**config.mk**
```make
export PLATFORM = sky130hd
export DESIGN_NAME = hocc_merge
export DESIGN_NICKNAME = d
export VERILOG_FILES = /design/src/rtl/hocc_pkg.sv /design/src/rtl/hocc_merge.sv
export SDC_FILE = /design/constraint.sdc
export NUM_CORES = 1
export LEC_CHECK = 0
export ABC_AREA = 1
export BUFFER_PORTS_ARGS = -buffer_cell sky130_fd_sc_hd__buf_4
export CAP_MARGIN = 25
export CORE_MARGIN = 1.5
export CORE_UTILIZATION = 42
export DETAILED_ROUTE_END_ITERATION = 12
export PLACE_DENSITY = 0.65
export SYNTH_ARGS = -nofsm -noshare
export SYNTH_HDL_FRONTEND = slang
export SYNTH_SLANG_ARGS = --single-unit
```
**constraint.sdc**
```tcl
create_clock -name clk -period 6.39 [get_ports clk]
set_input_delay 1.917 -clock clk [delete_from_list [all_inputs] [get_ports clk]]
set_output_delay 1.917 -clock clk [all_outputs]
set_load 0.005 [all_outputs]
```
**src/rtl/hocc_pkg.sv**
```systemverilog
// ----------------------------------------------------------------------------
// hocc_pkg
// shared types, constants and helpers of the hit onset and crossing classifier
// ----------------------------------------------------------------------------
package hocc_pkg;

  localparam int SAMPLE_W  = 16;
  localparam int MAG_W     = 16;
  localparam int RATE_W    = 18;
  localparam int THR_W     = 15;
  localparam int CFG_W     = 18;
  localparam int OUT_IDX_W = 11;

  localparam logic [RATE_W-1:0] RATE_RESET = RATE_W'(48000);
  localparam logic [RATE_W-1:0] RATE_MIN   = RATE_W'(8000);
  localparam logic [THR_W-1:0]  THR_RESET  = THR_W'(3);

  // onset threshold: magnitude times this reaches the peak (one percent)
  localparam int ONSET_SCALE = 100;
  // crossings per second is twice the frequency, so 500 Hz gives 1000
  localparam int FREQ_SCALE  = 1000;

  typedef enum logic [0:0] {
    CFG_SAMPLE_RATE = 1'b0,
    CFG_ACT_THR     = 1'b1
  } cfg_idx_t;

  // what one lane reports to the merge stage for the sample in its stage a
  typedef struct packed {
    logic valid;
    logic hit;
  } lane_flags_t;

  // magnitude of a q1.15 sample, -32768 gives 32768
  function automatic logic [MAG_W-1:0] sample_mag(input logic [SAMPLE_W-1:0] s);
    logic [MAG_W-1:0] neg;
    neg = ~s + 1'b1;
    return s[SAMPLE_W-1] ? neg : s;
  endfunction

endpackage

```
**src/rtl/hocc_merge.sv**
```systemverilog
// ----------------------------------------------------------------------------
// hocc_merge
// combines the two lanes: onset capture, channel pick and window decision
// ----------------------------------------------------------------------------
module hocc_merge #(
  parameter int AW    = 11,
  parameter int CNT_W = 12,
  parameter int EN_W  = 44
) (
  input  logic                       clk,
  input  logic                       rst,
  input  logic                       clear,
  input  hocc_pkg::lane_flags_t      left_flags,
  input  hocc_pkg::lane_flags_t      right_flags,
  input  logic [AW-1:0]              idx_a,
  input  logic                       start,
  input  logic [CNT_W-1:0]           len,
  input  logic [EN_W-1:0]            energy_l,
  input  logic [EN_W-1:0]            energy_r,
  input  logic [CNT_W-1:0]           cross_l,
  input  logic [CNT_W-1:0]           cross_r,
  input  logic [hocc_pkg::RATE_W-1:0] rate,
  output logic                       go,
  output logic                       decided,
  output logic [AW-1:0]              onset,
  output logic                       pick_right,
  output logic [CNT_W-1:0]           changes,
  output logic [CNT_W+hocc_pkg::RATE_W-1:0] lhs,
  output logic [CNT_W+hocc_pkg::RATE_W-1:0] rhs
);
  import hocc_pkg::*;

  localparam int PROD_W = CNT_W + RATE_W;

  logic              found;
  logic              step1;
  logic [CNT_W-1:0]  active_len;
  logic [RATE_W-1:0] rate_eff;
  logic [CNT_W-1:0]  changes_sel;

  // lanes run in lockstep, so the left valid stands for both
  assign go          = found || (left_flags.valid && (left_flags.hit || right_flags.hit));
  assign rate_eff    = (rate < RATE_MIN) ? RATE_MIN : rate;
  assign changes_sel = pick_right ? cross_r : cross_l;

  always_ff @(posedge clk) begin
    if (rst) begin
      found   <= 1'b0;
      step1   <= 1'b0;
      decided <= 1'b0;
    end else begin
      step1 <= start;
      if (clear) begin
        found   <= 1'b0;
        decided <= 1'b0;
      end else begin
        if (left_flags.valid && go && !found) begin
          found <= 1'b1;
        end
        if (step1) begin
          decided <= 1'b1;
        end
      end
    end
    if (left_flags.valid && go && !found) begin
      onset <= idx_a;
    end
    if (start) begin
      pick_right <= energy_r > energy_l;
      active_len <= (len > CNT_W'(onset)) ? (len - CNT_W'(onset)) : CNT_W'(1);
    end
    if (step1) begin
      changes <= changes_sel;
      lhs     <= PROD_W'(changes_sel) * PROD_W'(rate_eff);
      rhs     <= PROD_W'(active_len) * PROD_W'(FREQ_SCALE);
    end
  end

endmodule

```
# ---- Word-level counts from Yosys, hierarchy flattened
# Index checks and enable logic that the tools add are counted.
dict set report totals {
  elab_cells 24
  regBits 88
  in_bits 161
  output_inout_bits 86
}
dict set report classes {
  n_reduce_logical 7
  n_lt_le_gt_ge 3
  mul 2
  add_sub_neg 1
  mux 2
}
# cell count
set ops {}
lappend ops {{> comparator 44 bit} 1}
lappend ops {{multiplier 12 x 18 -> 30 bit} 1}
lappend ops {{multiplier 12 x 7 -> 19 bit, second input constant} 1}
lappend ops {{< comparator 18 x 13 -> 1 bit, second input constant} 1}
lappend ops {{two-way mux 18 bit} 1}
lappend ops {{> comparator 12 x 11 -> 1 bit} 1}
lappend ops {{two-way mux 12 bit} 1}
lappend ops {{subtractor 12 x 11 -> 12 bit} 1}
lappend ops {{logical AND 1 bit} 3}
lappend ops {{logical OR 1 bit} 2}
lappend ops {{OR reduction 2 bit} 1}
lappend ops {{zero test 1 bit} 1}

# ---- Depth between registers and ports, before layout
# Gate-level depths: netlist (run 1).
dict set report logic_depth {
  word_depth 5
  mapped_depth 30
  mapped_depth_nobuf 28
}

# ---- Worst setup path after synthesis (run 1)
# Ideal clock, no wire load.
dict set report synth_path {
  kind {input to register}
  from {input rate[16] in the netlist's numbering}
  to {register lhs[29] in the netlist's numbering (data pin)}
  path_slack_ns -0.450
  t_arrival_ns 6.587
  path_stages 28
  path_cell_list {clkbuf_2 inv_2 nand2_1 nor3_2 nand3_2 buf_12 nand2_4 buf_6 nand2_1 fa_1 inv_1 fa_1 fa_1 fa_1 inv_1 fa_1 inv_1 ha_1 nand2_1 inv_1 nand2_1 nand2_1 nand2_1 nand3_1 a21oi_1 nand2_1 nand2_1 nand2_1}
}
dict set report synth_between {
  elab_chain_len 3
}
# element line_no
set synth_rtl {}
lappend synth_rtl {{from (decl)} hocc_merge.sv:22} ;# input logic [hocc_pkg::RATE_W-1:0] rate,
lappend synth_rtl {{< comparator 18 x 13 -> 1 bit} hocc_merge.sv:43} ;# assign rate_eff = (rate < RATE_MIN) ? RATE_MIN : rate;
lappend synth_rtl {{two-way mux 18 bit *} hocc_merge.sv:43}
lappend synth_rtl {{multiplier 12 x 18 -> 30 bit *} hocc_merge.sv:74} ;# lhs <= PROD_W'(changes_sel) * PROD_W'(rate_eff);
lappend synth_rtl {{to (signal assigned)} hocc_merge.sv:74}
lappend synth_rtl {{to (decl)} hocc_merge.sv:28} ;# output logic [CNT_W+hocc_pkg::RATE_W-1:0] lhs,
# Mark *: on every way between the ends. The rest lies on a longest branch, timed or not.
# A chain may end at the register's enable or synchronous reset.

# ---- Worst setup path after layout (run 1)
dict set report layout_path {
  from {input rate[7] in the netlist's numbering}
  to {register lhs[29] in the netlist's numbering (data pin)}
}
# The elaborated chain is that of the path after synthesis.

==> qor.csv, run 1 <==
stage,metric,value,unit
synthesis,ys_warn_count,0,
routing,drt-pass1-iter-count,5,
timing,min_period,6.63,ns
grt,overflow,0,
grt,grt_pass1_vias,12500,
routing,totalWireLength,35700,um
critical_path,end_kind,flip-flop,
timing,fin_crit_sh,104,%
synthesis,synth_top_cells_by_area,"fa_1 (28%), edfxtp_1 (18%), ha_1 (15%), inv_1 (11%), nand2_1 (10%)",
cells_and_area,drive_gt1_share,33.0,%
timing,hold_violations,0,
routing,drt.antenna.violating_nets,0,
floorplan,die_h,186,um
placed_design,gp_congestion,0.874,
synthesis,yosysTopAreaCell,fa_1,
cells_and_area,seqCellArea,0.00261,sq mm
cts,clk_pin_slew,0.07,ns
cells_and_area,fillers,2840,
cells_and_area,multiInputGateArea,0.0110,sq mm
routing,vias,11900,
routing,wire_per_inst,14.2,um
cts,cts.htree.levels,3,
timing,fmax,151,MHz
critical_path,start_kind,primary input,
cts,cts_tree,yes,
synthesis,netlist_instances,1695,
synthesis,ys_async_sr_fraction,0,%
cells_and_area,num_antenna_cells,0,
critical_path,max_stage_delay,0.54,ns
routing,drt_iter0_drc,570,
routing,vias_per_cell,4.73,
timing,worst_slack,-0.236,ns
synthesis,synth_edf_count,85,
critical_path,path_delay_family,adder cells,
cts,cts_made_buffers,9,
cts,cts.sinks,88,
outcome,outcome,finished with violations,
critical_path,required,6.51,ns
synthesis,syn_area_per_cell,8.32,sq um
floorplan,start_util,43.0,%
outcome,violations,setup timing,
placed_design,hpwl,30100,um
critical_path,crit_path_max_fanout,6,
floorplan,die_area,0.0347,sq mm
floorplan,die-width,186,um
cts,clkLatencyLatePin,0.36,ns
synthesis,synth_seq_cells,88,
synthesis,ys_seq_area_share,18.5,%
timing,rsz0062_at_grt,true,
timing,slew_headroom,40.2,%
cts,root_buffer,clkbuf_16,
critical_path,critPathSlowestCell,fa_2,
grt,track_usage,21.8,%
floorplan,core,0.0328,sq mm
critical_path,arrival,6.75,ns
timing,finalMaxSlewViolations,0,
grt,grt_max_degree,49,
cells_and_area,nets,2601,
timing,clock_skew,0.0138,ns
floorplan,rows,66,
cts,ctsHoldBuffers,0,
synthesis,netlist.area_leader.share,28.2,%
synthesis,synth-main-ff-cell,edfxtp_1,
grt,grt_pass1_wl,59300,um
timing,tightest_slew,0.897,ns
cells_and_area,syn_to_final_growth,36.5,%
timing,setup_viol,19,
job,drv_cap,0,
synthesis,netlist_area,0.0141,sq mm
timing,fin_tns_setup,-2.58,ns
synthesis,synthDistinctLibCells,42,
cts,clockBufferDepth,2,
critical_path,crit_type,in -> reg,
floorplan,ios,247,
grt,antenna_found_initial,1,
critical_path,crit_buf_inv,9,
min_path,worstHoldPathType,reg -> reg,
routing,drc,0,
placed_design,port_buffers,234,
[synth_stat cells, types with 8 or more instances]
| cell | instances |
|---|---|
| xnor2_1 | 11 |
| inv_1 | 416 |
| a21oi_1 | 75 |
| a21o_1 | 9 |
| inv_2 | 8 |
| nand3_1 | 43 |
| fa_1 | 199 |
| buf_2 | 9 |
| nor2_1 | 139 |
| nand4_1 | 8 |
| buf_4 | 12 |
| o21ai_0 | 29 |
| ha_1 | 168 |
| xor2_1 | 25 |
| nand2_1 | 389 |
| edfxtp_1 | 85 |
[cell type report]
type	instances	area share (%)
inverter	429	8.65
clock inverter	6	0.357
tap	442	2.87
sequential	88	13.6
clock buffer	10	1.19
timing repair buffer	389	16.4
multi-input combinational	1156	57.0
[per-stage QoR]
step	hold slack (ns)	std cells	setup slack (ns)	cell area (sq um)	util, %
after floorplan	0.446	1705	-0.219	14600	-
after global placement	0.458	2474	-0.761	17800	54.1
after detailed placement	0.472	2474	-0.781	17800	54.1
after CTS	0.483	2507	-0.205	18700	57.1
after global routing	0.492	2520	-0.434	19300	58.8
final	0.483	2520	-0.236	19300	58.8
[worst min-delay path, delay by kind of cell, from the launching register on]
family	cells	cell delay, ns
AO/OA/AOI/OAI	1	0.06
buffers and inverters	1	0.07
flip-flops	1	0.32
[routing by layer]
metal	vias to the layer above	routed length (um)	global-route usage, %
li1	5872	-	-
met1	5707	15100	27.5
met2	295	18000	38.6
met3	51	1830	3.17
met4	0	753	6.32
met5	-	0	0
[worst paths after layout]
check / start / endpoint / slack (ns) / cells past startpoint
setup / recovery: rate[7] / lhs[29]$_DFFE_PP_ / -0.24 / 27
hold / removal: found$_SDFFE_PP0P_ / found$_SDFFE_PP0P_ / 0.48 / 2
setup reg to reg: pick_right$_DFFE_PP_ / lhs[27]$_DFFE_PP_ / 0.58 / 21
hold reg to reg: found$_SDFFE_PP0P_ / found$_SDFFE_PP0P_ / 0.48 / 2
[cells by family after synthesis]
family	after synthesis	share of synthesized area, %
adder cells (fa/ha/maj)	367	43.1
buffers and inverters	463	13.2
other	1	0.0266
XOR/XNOR	36	2.23
AO/OA/AOI/OAI	132	5.06
flip-flops	88	18.5
AND/OR/NAND/NOR	608	17.8
[cell usage in the layout (no fill, tap or decap), types with 4 or more instances in the layout]
cell type	n
nand4_1	8
nor2_2	13
a21oi_2	12
edfxtp_1	85
conb_1	11
a31oi_1	4
inv_2	46
inv_1	369
o21ai_0	21
buf_4	357
xor2_1	21
ha_1	146
xor2_2	4
nand2_1	306
ha_4	20
fa_1	185
nand2_8	12
buf_6	19
clkinv_1	4
nand2_2	54
fa_2	14
a21oi_1	50
nand2_4	30
a21oi_4	13
nand3_1	35
nor2_1	109
o21ai_1	4
nor2_4	17
a21o_1	9
or2_2	4
o21bai_1	4
buf_12	13
nand3_2	8
clkbuf_16	9
inv_8	6
o21ai_2	7
xnor2_1	10
[flip-flops by register name, summed over array words and instances (netlist names)]
name and count:
pick_right 1, onset 11, decided 1, lhs 30
step1 1, changes 12, rhs 19, active_len 12
found 1
[repair_timing]
| item | CTS | global route |
|---|---|---|
| resized for setup | 136 | 130 |
| pin swaps | 78 | 86 |
| setup endpoints to repair | 21 | 23 |
| buffers inserted | 14 | 15 |
| gates cloned | 3 | 0 |
Power of run 1 is not shown: default switching activity piles up to over one toggle a cycle in this logic, so the estimate is an artifact.
==> run 2, diff against run 1 <==
SKIP_LAST_GASP = 1   (was unset)
==> qor.csv, run 2 (synthesized netlist as in run 1, its figures left out) <==
stage,metric,value,unit
routing,wire_per_inst,14.1,um
timing,min_period,6.64,ns
timing,clock_skew,0.0131,ns
critical_path,required,6.50,ns
floorplan,core,0.0328,sq mm
outcome,violations,setup timing,
timing,hold_ws,0.483,ns
cts,clockBufferDepth,2,
cells_and_area,mostFrequentLayoutCells,"inv_1 (380), buf_4 (360), nand2_1 (323), fa_1 (187), ha_1 (149)",
cells_and_area,reg_top3,"lhs x30, rhs x19",
routing,totalWireLength,35400,um
critical_path,end_kind,flip-flop,
timing,finalMaxSlewViolations,0,
cts,clkLatencyLatePin,0.36,ns
routing,drt.antenna.violating_nets,0,
routing,vias,11900,
cells_and_area,drive_gt1_share,30.9,%
grt,grt_pass1_vias,12500,
cts,cts.htree.levels,3,
critical_path,crit-reg2reg-launch,pick_right$_DFFE_PP_,
cells_and_area,nets,2596,
critical_path,crit_path_max_fanout,6,
critical_path,arrival,6.75,ns
cts,cts_tree,yes,
critical_path,start_kind,primary input,
cells_and_area,design_area,0.0190,sq mm
timing,worst_slack,-0.246,ns
floorplan,die-width,186,um
cells_and_area,largest_register_ffs,30,
grt,antenna_found_initial,1,
min_path,min_path_cells,2,
floorplan,ios,247,
grt,grt_max_degree,49,
critical_path,max_stage_delay,0.56,ns
placed_design,hpwl,30100,um
grt,grt_pass1_wl,59400,um
floorplan,die_h,186,um
timing,fin_crit_sh,104,%
cts,ctsHoldBuffers,0,
min_path,worstHoldPathType,reg -> reg,
cells_and_area,fillers,2870,
cts,cts.sinks,88,
floorplan,rows,66,
cts,clk_pin_slew,0.07,ns
cts,cts_made_buffers,9,
outcome,outcome,finished with violations,
critical_path,crit_type,in -> reg,
job,drv_cap,0,
floorplan,start_util,43.0,%
routing,vias_per_cell,4.74,
critical_path,worstSetupStartpoint,rate[17],
cts,root_buffer,clkbuf_16,
timing,rsz0062_at_grt,true,
placed_design,gp_congestion,0.874,
min_path,hp-start,found$_SDFFE_PP0P_,
grt,track_usage,21.8,%
critical_path,r2r_cells,21,
timing,slew_headroom,40.4,%
floorplan,die_area,0.0347,sq mm
placed_design,port_buffers,234,
routing,drt-pass1-iter-count,5,
cells_and_area,syn_to_final_growth,34.7,%
timing,tightest_slew,0.894,ns
routing,drc,0,
cells_and_area,final_common_cell,inv_1,
routing,drt_iter0_drc,572,
grt,overflow,0,
timing,hold_violations,0,
cells_and_area,regMostFlops,lhs,
critical_path,critPathSlowestCell,fa_1,
placed_design,dpl_cell_area,0.0178,sq mm
timing,setup_viol,19,
timing,fmax,151,MHz
## run 2: cell types whose count changed in the layout (fill, tap and decap cells not counted), sizes merged
| cell | change |
|---|---|
| buf | -5 |
| diode | +1 |
## run 2: per-stage QoR
stage	setup slack [ns]	utilization (%)	TNS, ns	cells
after floorplan	-0.219	-	-2.80	1705
after global placement	-0.761	54.1	-14.29	2474
after detailed placement	-0.781	54.1	-14.86	2474
after CTS	-0.205	57.0	-2.76	2507
after global routing	-0.453	58.0	-7.18	2515
final	-0.246	58.0	-2.91	2516
## run 2: layout make-up
cell class	instances	area [sq um]	area share, %
inverter	429	1650	8.70
clock buffer	10	229	1.20
timing repair buffer	384	3090	16.3
antenna	1	2.50	0.0132
clock inverter	6	68.8	0.362
sequential	88	2610	13.8
tap	442	553	2.91
multi-input combinational	1156	10800	56.8
## run 2: repair_timing
action                     in CTS  in global routing
resized for setup             129                 73
pin swaps                      77                 70
gates cloned                    3                  0
setup endpoints to repair      21                 23
buffers inserted               14                 10
## run 2: path summary, 6_finish.rpt
path | slack (ns) | to
setup / recovery | -0.25 | lhs[27]$_DFFE_PP_
hold / removal | 0.48 | found$_SDFFE_PP0P_
setup reg to reg | 0.55 | lhs[27]$_DFFE_PP_
hold reg to reg | 0.48 | found$_SDFFE_PP0P_
## run 2: per-layer routing
metal  up-vias  global-route usage (%)  wire, um
met4         0                    6.32       790
met5         -                       0         0
li1       5860                       -         -
met2       334                    38.6     17800
met1      5688                    27.6     14900
met3        52                    3.17      1990
## run 2: worst max-delay path, delay by kind of cell
| kind | cells | cell delay, ns |
|---|---|---|
| fa+ha+maj | 6 | 2.87 |
| simple gates | 12 | 1.11 |
| buf+inv | 8 | 0.66 |
| compound gates | 1 | 0.19 |
Power of run 2 is left out for the same reason.
