==> src/rtl/hocc_pkg.sv <==
// ----------------------------------------------------------------------------
// hocc_pkg
// shared types, constants and helpers of the hit onset and crossing classifier
// ----------------------------------------------------------------------------
package hocc_pkg;

  localparam int SAMPLE_W  = 16;
  localparam int MAG_W     = 16;
  localparam int RATE_W    = 18;
  localparam int THR_W     = 15;
  localparam int CFG_W     = 18;
  localparam int OUT_IDX_W = 11;

  localparam logic [RATE_W-1:0] RATE_RESET = RATE_W'(48000);
  localparam logic [RATE_W-1:0] RATE_MIN   = RATE_W'(8000);
  localparam logic [THR_W-1:0]  THR_RESET  = THR_W'(3);

  // onset threshold: magnitude times this reaches the peak (one percent)
  localparam int ONSET_SCALE = 100;
  // crossings per second is twice the frequency, so 500 Hz gives 1000
  localparam int FREQ_SCALE  = 1000;

  typedef enum logic [0:0] {
    CFG_SAMPLE_RATE = 1'b0,
    CFG_ACT_THR     = 1'b1
  } cfg_idx_t;

  // what one lane reports to the merge stage for the sample in its stage a
  typedef struct packed {
    logic valid;
    logic hit;
  } lane_flags_t;

  // magnitude of a q1.15 sample, -32768 gives 32768
  function automatic logic [MAG_W-1:0] sample_mag(input logic [SAMPLE_W-1:0] s);
    logic [MAG_W-1:0] neg;
    neg = ~s + 1'b1;
    return s[SAMPLE_W-1] ? neg : s;
  endfunction

endpackage

==> src/rtl/hocc_lane.sv <==
// ----------------------------------------------------------------------------
// hocc_lane
// one channel lane: magnitude, onset test, energy sum and sign change count
// ----------------------------------------------------------------------------
module hocc_lane #(
  parameter int CNT_W = 12,
  parameter int EN_W  = 44
) (
  input  logic                        clk,
  input  logic                        rst,
  input  logic                        clear,
  input  logic                        rd_valid,
  input  logic [hocc_pkg::SAMPLE_W-1:0] rd_data,
  input  logic [hocc_pkg::MAG_W-1:0]  peak,
  input  logic [hocc_pkg::THR_W-1:0]  threshold,
  input  logic                        go,
  output hocc_pkg::lane_flags_t       flags,
  output logic [EN_W-1:0]             energy,
  output logic [CNT_W-1:0]            crossings
);
  import hocc_pkg::*;

  localparam int SCALED_W = MAG_W + 7;

  logic                 valid_a;
  logic [MAG_W-1:0]     mag_a;
  logic                 neg_a;
  logic                 valid_b;
  logic [2*MAG_W-1:0]   sq_b;
  logic                 have_prev;
  logic                 prev_neg;
  logic [SCALED_W-1:0]  scaled_a;
  logic                 active_a;

  assign scaled_a = SCALED_W'(mag_a) * SCALED_W'(ONSET_SCALE);
  assign flags.valid = valid_a;
  assign flags.hit   = scaled_a >= SCALED_W'(peak);
  assign active_a    = mag_a >= MAG_W'(threshold);

  always_ff @(posedge clk) begin
    if (rst) begin
      valid_a   <= 1'b0;
      valid_b   <= 1'b0;
      have_prev <= 1'b0;
      prev_neg  <= 1'b0;
      crossings <= '0;
      energy    <= '0;
    end else begin
      valid_a <= rd_valid;
      valid_b <= valid_a && go;
      if (clear) begin
        have_prev <= 1'b0;
        prev_neg  <= 1'b0;
        crossings <= '0;
        energy    <= '0;
      end else begin
        // sign changes among active samples from the onset on
        if (valid_a && go && active_a) begin
          if (have_prev && (neg_a != prev_neg)) begin
            crossings <= crossings + 1'b1;
          end
          prev_neg  <= neg_a;
          have_prev <= 1'b1;
        end
        if (valid_b) begin
          energy <= energy + EN_W'(sq_b);
        end
      end
    end
    mag_a <= sample_mag(rd_data);
    neg_a <= rd_data[SAMPLE_W-1];
    sq_b  <= mag_a * mag_a;
  end

endmodule

==> config.mk <==
export PLATFORM = sky130hd
export DESIGN_NAME = hocc_lane
export DESIGN_NICKNAME = d
export VERILOG_FILES = /design/src/rtl/hocc_pkg.sv /design/src/rtl/hocc_lane.sv
export SDC_FILE = /design/constraint.sdc
export NUM_CORES = 1
export LEC_CHECK = 0
export BUFFER_PORTS_ARGS = -buffer_cell sky130_fd_sc_hd__buf_2
export CORE_UTILIZATION = 48
export DETAILED_ROUTE_END_ITERATION = 10
export GPL_ROUTABILITY_DRIVEN = 0
export MAX_ROUTING_LAYER = met4
export PLACE_DENSITY_LB_ADDON = 0.25
export SYNTH_ARGS = -nofsm -noshare
export SYNTH_HDL_FRONTEND = slang
export SYNTH_SLANG_ARGS = --single-unit
==> constraint.sdc <==
create_clock -name clk -period 8.55 [get_ports clk]
set_clock_uncertainty 0.15 [all_clocks]
set_input_delay 0.4275 -clock clk [delete_from_list [all_inputs] [get_ports clk]]
set_output_delay 0.4275 -clock clk [all_outputs]
set_load 0.1 [all_outputs]
# --- Yosys cells after proc, flatten, opt, wreduce, memory -nomap -nowiden ---
# Index checks and enable logic that the tools add are counted.
word_totals:
  ram_bits: 0
  in_bits: 52
  rom_bits: 0
  ff_bits: 109
  n_memories: 0
  output_inout_bits: 58
  latchBits: 0
op_classes:
  n_addsub: 3
  bitwise: 1
  mux: 1
  multipliers: 2
  n_reduce_logical: 5
  eq_ne: 1
  n_shift: 0
  div: 0
  order_cmp: 2
op_table:
  columns: ["cell", "n"]
  rows:
  - ["$add A44 B32 Y44", 1]
  - ["$mul A16 B16 Y32", 1]
  - ["$ge A23 B16 Y1", 1]
  - ["$mul A16 B5 Y21 const B", 1]
  - ["$add A16 B1 Y16 const B", 1]
  - ["$ge A16 B15 Y1", 1]
  - ["$not A16 Y16", 1]
  - ["$mux W15", 1]
  - ["$add A12 B1 Y12 const B", 1]
  - ["$logic_and A1 B1 Y1", 3]
  - ["$reduce_and A2 Y1", 1]
  - ["$reduce_or A2 Y1", 1]
  - ["$ne A1 B1 Y1", 1]

# --- Depth between registers and ports, before layout ---
# Gate-level depths: netlist of run 1.
logic_depth:
  word_depth: 3
  depth_mapped: 25
  depth_no_buf: 24

# --- Worst setup path before layout of run 1 ---
# No wires, ideal clock.
synth_path:
  path_type: "register to register"
  start: "reg mag_a[6]"
  end: "reg sq_b[30]"
  setup_ns: 0.123
  arrival_ns: 6.145
  path_buffers: 1
  path_slack_ns: 2.132
  path_stages_with_launch: 26
  path_cell_list: "dfxtp_1 -> clkbuf_1 -> clkinv_1 -> nor2_1 -> inv_1 -> fa_1 -> inv_1 -> fa_1 -> inv_1 -> fa_1 -> inv_1 -> fa_1 -> fa_1 -> inv_1 -> fa_1 -> inv_1 -> ha_1 -> nand4_1 -> nor2_1 -> nor3b_1 -> o41ai_1 -> a21oi_1 -> a41o_1 -> o21ai_1 -> a21oi_1 -> xor2_1"
synth_via:
  elab_chain_cells: 1
synth_lines:
  columns: ["item", "line", "rtl"]
  rows:
  - ["from (decl)", "hocc_lane.sv:26", "logic [MAG_W-1:0] mag_a;"]
  - ["from (signal assigned)", "hocc_lane.sv:70", "mag_a <= sample_mag(rd_data);"]
  - ["$mul A16 B16 Y32", "hocc_lane.sv:72", "sq_b <= mag_a * mag_a;"]
  - ["to (signal assigned)", "hocc_lane.sv:72", null]
  - ["to (decl)", "hocc_lane.sv:29", "logic [2*MAG_W-1:0] sq_b;"]
# No other way between the ends.
# A chain may end at the register's enable or synchronous reset.

# --- Worst setup path in the final report of run 1 ---
layout_path:
  start: "reg mag_a[0]"
  end: "reg sq_b[30]"
# The elaborated chain is that of the path after synthesis.

==> results of run 1 <==
[flip-flops by register name, indices dropped and copies added (netlist names)]
name       count
energy        44
valid_a        1
valid_b        1
have_prev      1
sq_b          31
crossings     12
neg_a          1
mag_a         16
prev_neg       1
[synth_stat cells (6+ instances only)]
cell and n:
inv_1 364, o21a_1 21, xnor2_1 58, nor3_1 19
o21ai_0 50, a21oi_1 74, nand3_1 23, a21o_1 36
or3_1 17, mux2i_1 31, a211oi_1 11, and3_1 11
o21bai_1 11, ha_1 226, a31oi_1 8, xor2_1 34
nor2b_1 15, nand2_1 130, and2_1 12, nor2_1 125
nand4_1 16, fa_1 175, or2_2 7, o31ai_1 6
nand2b_1 7, dfxtp_1 108, clkbuf_1 28
[layout make-up]
class,instances,area [um2]
fillers,2903,14500
flip-flops and latches,108,2160
repair buffers,116,598
well taps,396,495
clock inverters,3,18.8
clock buffers,13,270
multi-input cells,1209,11300
inverters,367,1380
[how the worst max path moves through the flow]
stage / to / slack [ps] / cells after the start
floorplan: sq_b[30]$_DFF_P_ / 2130 / 25
finish: sq_b[30]$_DFF_P_ / 1240 / 23
detailed placement: sq_b[30]$_DFF_P_ / 1290 / 22
CTS: sq_b[30]$_DFF_P_ / 1380 / 23
global route: sq_b[30]$_DFF_P_ / 930 / 23
global placement: sq_b[30]$_DFF_P_ / 1450 / 22
[critical path, delay by kind of cell (launching register included)]
family          cells  cell delay, ps
xor+xnor            2             250
flops               1             800
buf+inv             5             710
compound gates      5            1190
simple gates        4             800
fa+ha+maj           7            3290
[per-stage QoR]
step	instance area (um2)	setup slack, ps	hold slack, ps	utilization [%]	cells
6_report	16200	1240	61.1	52.8	2212
5_1_grt	16200	933	48.6	52.8	2212
4_1_cts	16200	1380	41.1	52.8	2212
3_3_place_gp	15900	1450	301	51.9	2196
3_5_place_dp	15900	1290	322	51.9	2196
2_1_floorplan	15000	2130	290	-	1718
[per-layer routing]
metal  part of all wire [%]  global-route usage [%]  vias to the layer above
met3                    5.0                    2.65                       33
met5                      0                       -                        -
met4                    1.8                    6.32                        0
li1                       -                       -                     5764
met1                     50                    31.5                     5355
met2                     43                    34.0                      312
[cell families after synthesis]
group	share of synthesized area [%]
and+or+nand+nor	12.3
buffers and inverters	10.3
xor gates and xnor gates	5.38
AOI/OAI and AO/OA	13.2
DFF	14.4
adders and majority gates	42.3
muxes	2.15
==> metrics.md, run 1 <==
| Metric | Value |
|---|---|
| FF-to-FF setup slack | `1240 ps` |
| DR vias | `11500` |
| Total GRT Usage | `22.4%` |
| Share of layout cells above drive strength 1 | `about 8.6%` |
| Critical Path Start | `mag_a[0]$_DFF_P_` |
| CP endpoint kind | `flip-flop` |
| Num CTS Buffers | `9` |
| Number of flops mapped to enable cells by yosys | `0` |
| Grt total ovfl | `0` |
| Final WL | `33200 um` |
| Pre-Repair DR Iteration Count | `5` |
| Worst R2R End | `sq_b[30]$_DFF_P_` |
| Top cells by area, synth | `fa_1 23%, ha_1 19%, dfxtp_1 14%` |
| CP required | `8650 ps` |
| Hold endpoint | `mag_a[0]$_DFF_P_` |
| CTS tree | `built` |
| Yosys reg bits | `around 110` |
| Htree depth | `3` |
| Post-synthesis cell area | `0.0150 mm2` |
| Setup crit start kind | `flip-flop` |
| Post-route minimum period | `about 7300 ps` |
| Post-synth net total | `2171` |
| Final number of setup-violating endpoints | `0` |
| First-pass GRT wire length | `about 55000 um` |
| Actual slew at the worst max-slew pin | `slightly below 900 ps` |
| Largest net degree at the start of global routing | `37` |
| Syn-to-layout area delta | `8.17%` |
| R2r worst-path depth | `23` |
| RSZ-0062 raised after global routing | `no` |
| CP Cell Sequence | `inv_1 > nor2_1 > xnor2_1 > ha_1 > inv_1 > fa_1 > inv_1 > fa_1 > fa_1 > fa_1 > inv_1 > fa_1 > inv_1 > ha_1 > nand4_1 > nor2_1 > nor3b_1 > o41ai_1 > a21oi_1 > a41o_1 > o21ai_1 > a21oi_1 > xor2_1` |
| Synth unique cells | `79` |
| Starting Density | `48.8%` |
| Crit path DAT | `7400 ps` |
| Post-route ant nets | `0` |
| Tcrit/Tclk final | `85.5%` |
| Die X | `around 180 um` |
| Max clock buf depth | `2` |
| Final hold vios | `0` |
| Core ar. | `0.0307 mm2` |
| Primary FF master, synth | `dfxtp_1` |
| Vias in the first global route | `11300` |
| Worst skew pair latency | `360 ps` |
| WL per Instance | `15.0 um` |
| FMAX | `137 MHz` |
| Critical-path top delay cell | `dfxtp_1` |
| Most frequent cells in the layout | `364 x inv_1, 226 x ha_1, 175 x fa_1` |
| Slew Viols, Final | `0` |
| DIE AREA | `0.0319 mm2` |
| Nets | `2264` |
| Slew margin rel. | `40.5%` |
| Setup CP Type | `flip-flop to flip-flop` |
| Fin Setup TNS | `0 ps` |
| Slowest stage delay, CP | `800 ps` |
| Post_cts resized | `0` |
| Synth warn | `0` |
| Synthesized area per cell | `8.72 um2` |
| Status | `finished, final reports clean` |
| CTS Root Buffer Type | `clkbuf_16` |
| Via/cell ratio | `a little over 5` |
| Antenna violations before repair | `1` |
| # IOs | `110` |
| CTS Hold Bufs | `0` |
| Initial DRC Count | `659` |
| Max FO, Critical Path | `13` |
| Row count | `64` |
| Worst hold start | `rd_data[0]` |
| RR Startpoint | `mag_a[0]$_DFF_P_` |
| CTS sink cnt | `108` |
| # DRC | `0` |
| Post-synth ARST share | `0%` |
| Hold depth | `1` |
| Commonest non-fill, non-tap cell in the layout | `inv_1` |
| Seq/Total Area, Yosys | `roughly 14%` |
| Area leader, netlist | `fa_1` |
| Max cap viols | `0` |
| Setup Buffers After CTS | `0` |
| Die span in y | `179 um` |
| ANT cells | `0` |
| Worst-path clk slew | `70 ps` |
| Yosys top cell area share | `23.4%` |
| Port buffer count | `109` |
| Synth Instances | `1718` |
| Hold WC Path Type | `input pin to flip-flop` |
| HPWL after DPL | `27800 um` |
Power of run 1 is left out: the tool's default activity adds up to more than one toggle a clock period on the data nets, which glitch-free logic cannot reach.
==> run 2: changes to the inputs <==
- ABC_AREA: default -> 1
- SLEW_MARGIN: default -> 20
==> run 2 against run 1 <==
Via count is 28% higher. Design area increased by 12%. Maximum frequency up 17%. Routed wire length rose by 27%. Critical path type unchanged. Flip-flop and latch count did not move. Non-clock buffer count shrank 3. Register-to-register slack gained 1000 ps. Synthesized cell count grew 39%. Cell count rose by 33%. Largest cell class unchanged. Sequential share of layout area is 1.4 points lower.
==> metrics.md, run 2 <==
| Metric | Value |
|---|---|
| Status | `finished, final reports clean` |
| Post-synth ARST share | `0% (unchanged)` |
| CP required | `8660 ps (about the same)` |
| Total GRT Usage | `25.4% (+3.0 points)` |
| Max cap viols | `0 (unchanged)` |
| RR Startpoint | `mag_a[1]$_DFF_P_` |
| Tcrit/Tclk final | `73.2% (-12 points)` |
| Slowest stage delay, CP | `960 ps (+160 ps)` |
| Share of layout cells above drive strength 1 | `7.58% (-1.1 points)` |
| Post-route minimum period | `6260 ps (-1050 ps)` |
| Slew margin rel. | `30.5% (-10 points)` |
| # IOs | `110 (unchanged)` |
| Max FO, Critical Path | `22 (+9)` |
| Starting Density | `48.7% (-0.13 points)` |
| Primary FF master, synth | `dfxtp_1` |
| Commonest cells in the netlist | `590 x inv_1, 541 x nand2_1, 226 x ha_1` |
| Top cells by area, synth | `fa_1 21%, ha_1 17%, inv_1 13%` |
| Synthesized area per cell | `7.03 um2 (-19%)` |
| Fin Setup TNS | `0 ps (unchanged)` |
| Hold WC Path Type | `input pin to flip-flop` |
| Critical Path Start | `mag_a[1]$_DFF_P_` |
| Critical-path top delay cell | `dfxtp_1` |
| Biggest regs | `energy: 44 flops, sq_b: 31 flops, mag_a: 16 flops` |
| Synth unique cells | `42 (-47%)` |
| Area leader, netlist | `fa_1` |
| Cell with the most instances after synthesis | `inv_1` |
| Hold depth | `1 (unchanged)` |
| Via/cell ratio | `5.01 (-3.3%)` |
| Die X | `189 um (+5.8%)` |
| Max reg flops | `44 (unchanged)` |
| Top reg by flops | `energy` |
| Yosys top cell area share | `20.9% (-2.5 points)` |
| Post_cts resized | `0 (unchanged)` |
| First-pass GRT wire length | `71200 um (+29%)` |
| Number of flops mapped to enable cells by yosys | `0 (unchanged)` |
| Largest net degree at the start of global routing | `63 (+70%)` |
| RSZ-0062 raised after global routing | `no` |
| Row count | `68 (+6.3%)` |
| Htree depth | `3 (unchanged)` |
| Post-synth net total | `2840 (+31%)` |
| Vias in the first global route | `15000 (+33%)` |
| Final WL | `42100 um (+27%)` |
| Worst-path clk slew | `90 ps (+20 ps)` |
| Setup Buffers After CTS | `0 (unchanged)` |
| Actual slew at the worst max-slew pin | `1040 ps (+151 ps)` |
| Pre-Repair DR Iteration Count | `5 (unchanged)` |
| Setup CP Type | `flip-flop to flip-flop` |
| CTS Hold Bufs | `0 (unchanged)` |
| Grt total ovfl | `0 (unchanged)` |
| Post-route ant nets | `0 (unchanged)` |
| Port buffer count | `109 (unchanged)` |
| R2r worst-path depth | `23 (unchanged)` |
| Final hold vios | `0 (unchanged)` |
| Core ar. | `0.0345 mm2 (+12%)` |
| CTS tree | `built` |
| DR vias | `14700 (+28%)` |
| Max clock buf depth | `2 (unchanged)` |
| Synth Instances | `2387 (+39%)` |
| Layout fillers | `3459 (+19%)` |
| Commonest non-fill, non-tap cell in the layout | `inv_1` |
| Post-synthesis cell area | `0.0168 mm2 (+12%)` |
| CTS Root Buffer Type | `clkbuf_16` |
| DIE AREA | `0.0357 mm2 (+12%)` |
| WL per Instance | `14.3 um (-4.4%)` |
| Worst skew pair latency | `370 ps (about the same)` |
| Initial DRC Count | `1012 (+54%)` |
| Yosys reg bits | `108 (unchanged)` |
| CP Cell Sequence | `nand2_1 > xor2_1 > ha_1 > inv_1 > fa_1 > inv_1 > fa_1 > fa_1 > fa_1 > inv_1 > fa_1 > inv_1 > ha_1 > inv_1 > o21ai_0 > a21oi_1 > nor2_1 > nor2_1 > nand3_1 > nand3_1 > nand2_1 > nand2_1 > nand2_1` |
| HPWL after DPL | `35700 um (+29%)` |
| CTS sink cnt | `108 (unchanged)` |
| Final core utilization | `52.5% (-0.30 points)` |
| CP endpoint kind | `flip-flop` |
| Nets | `2927 (+29%)` |
| Synth warn | `0 (unchanged)` |
| Die span in y | `189 um (+5.8%)` |
| FMAX | `160 MHz (+17%)` |
| Setup crit start kind | `flip-flop` |
| ANT cells | `0 (unchanged)` |
| Placement Setup Slack | `2400 ps (+1110 ps)` |
| Most frequent cells in the layout | `590 x inv_1, 541 x nand2_1, 226 x ha_1` |
| Antenna violations before repair | `1 (unchanged)` |
| Worst hold start | `rd_data[0]` |
| Worst setup margin | `2290 ps (+1050 ps)` |
| Syn-to-layout area delta | `7.85%` |
| # DRC | `0 (unchanged)` |
| Slew Viols, Final | `0 (unchanged)` |
| Num CTS Buffers | `9 (unchanged)` |
| Seq/Total Area, Yosys | `12.9% (-1.6 points)` |
| Crit path DAT | `6370 ps (-1030 ps)` |
| Final number of setup-violating endpoints | `0 (unchanged)` |
run 2: final timing paths:
path                              to  slack [ps]
setup / recovery    sq_b[30]$_DFF_P_        2290
hold / removal      mag_a[0]$_DFF_P_          40
setup reg to reg    sq_b[30]$_DFF_P_        2290
hold reg to reg   valid_b$_SDFF_PP0_         300
run 2: critical path, delay by kind of cell, from the launching register on:
family | cells | cell delay, ps
and+or+nand+nor | 8 | 890
AOI/OAI and AO/OA | 2 | 340
buffers and inverters | 5 | 270
DFF | 1 | 960
adders and majority gates | 7 | 3250
xor gates and xnor gates | 1 | 240
run 2: per-stage QoR:
| step | std cells | area (um2) | hold WS, ps |
|---|---|---|---|
| 2_1_floorplan | 2387 | 16800 | 283 |
| 3_3_place_gp | 2918 | 17800 | 293 |
| 3_5_place_dp | 2918 | 17800 | 300 |
| 4_1_cts | 2934 | 18100 | 26.2 |
| 5_1_grt | 2934 | 18100 | 28.3 |
| 6_report | 2934 | 18100 | 35.8 |
run 2: cell families after synthesis:
logic type / Yosys count / synth area share, %
and+or+nand+nor: 951 / 24.0
buffers and inverters: 634 / 14.4
adders and majority gates: 401 / 37.7
AOI/OAI and AO/OA: 213 / 6.91
DFF: 108 / 12.9
xor gates and xnor gates: 80 / 4.17
run 2: final cells by class:
cell class / instances / area, um2 / share of cell area (%)
Timing Repair Buffer: 113 / 576 / 3.18
Clock buffer: 9 / 225 / 1.24
Clock inverter: 7 / 115 / 0.636
Inverter: 597 / 2240 / 12.4
Sequential cell: 108 / 2160 / 12.0
Tap cell: 455 / 569 / 3.14
Multi-Input combinational cell: 1645 / 12200 / 67.5
run 2: layer usage:
layer	track usage (%)	routed length [um]
met5	-	0
met4	10.3	1850
met3	2.56	1990
met2	42.8	19800
met1	31.2	18400
Power of run 2 is left out for the same reason.
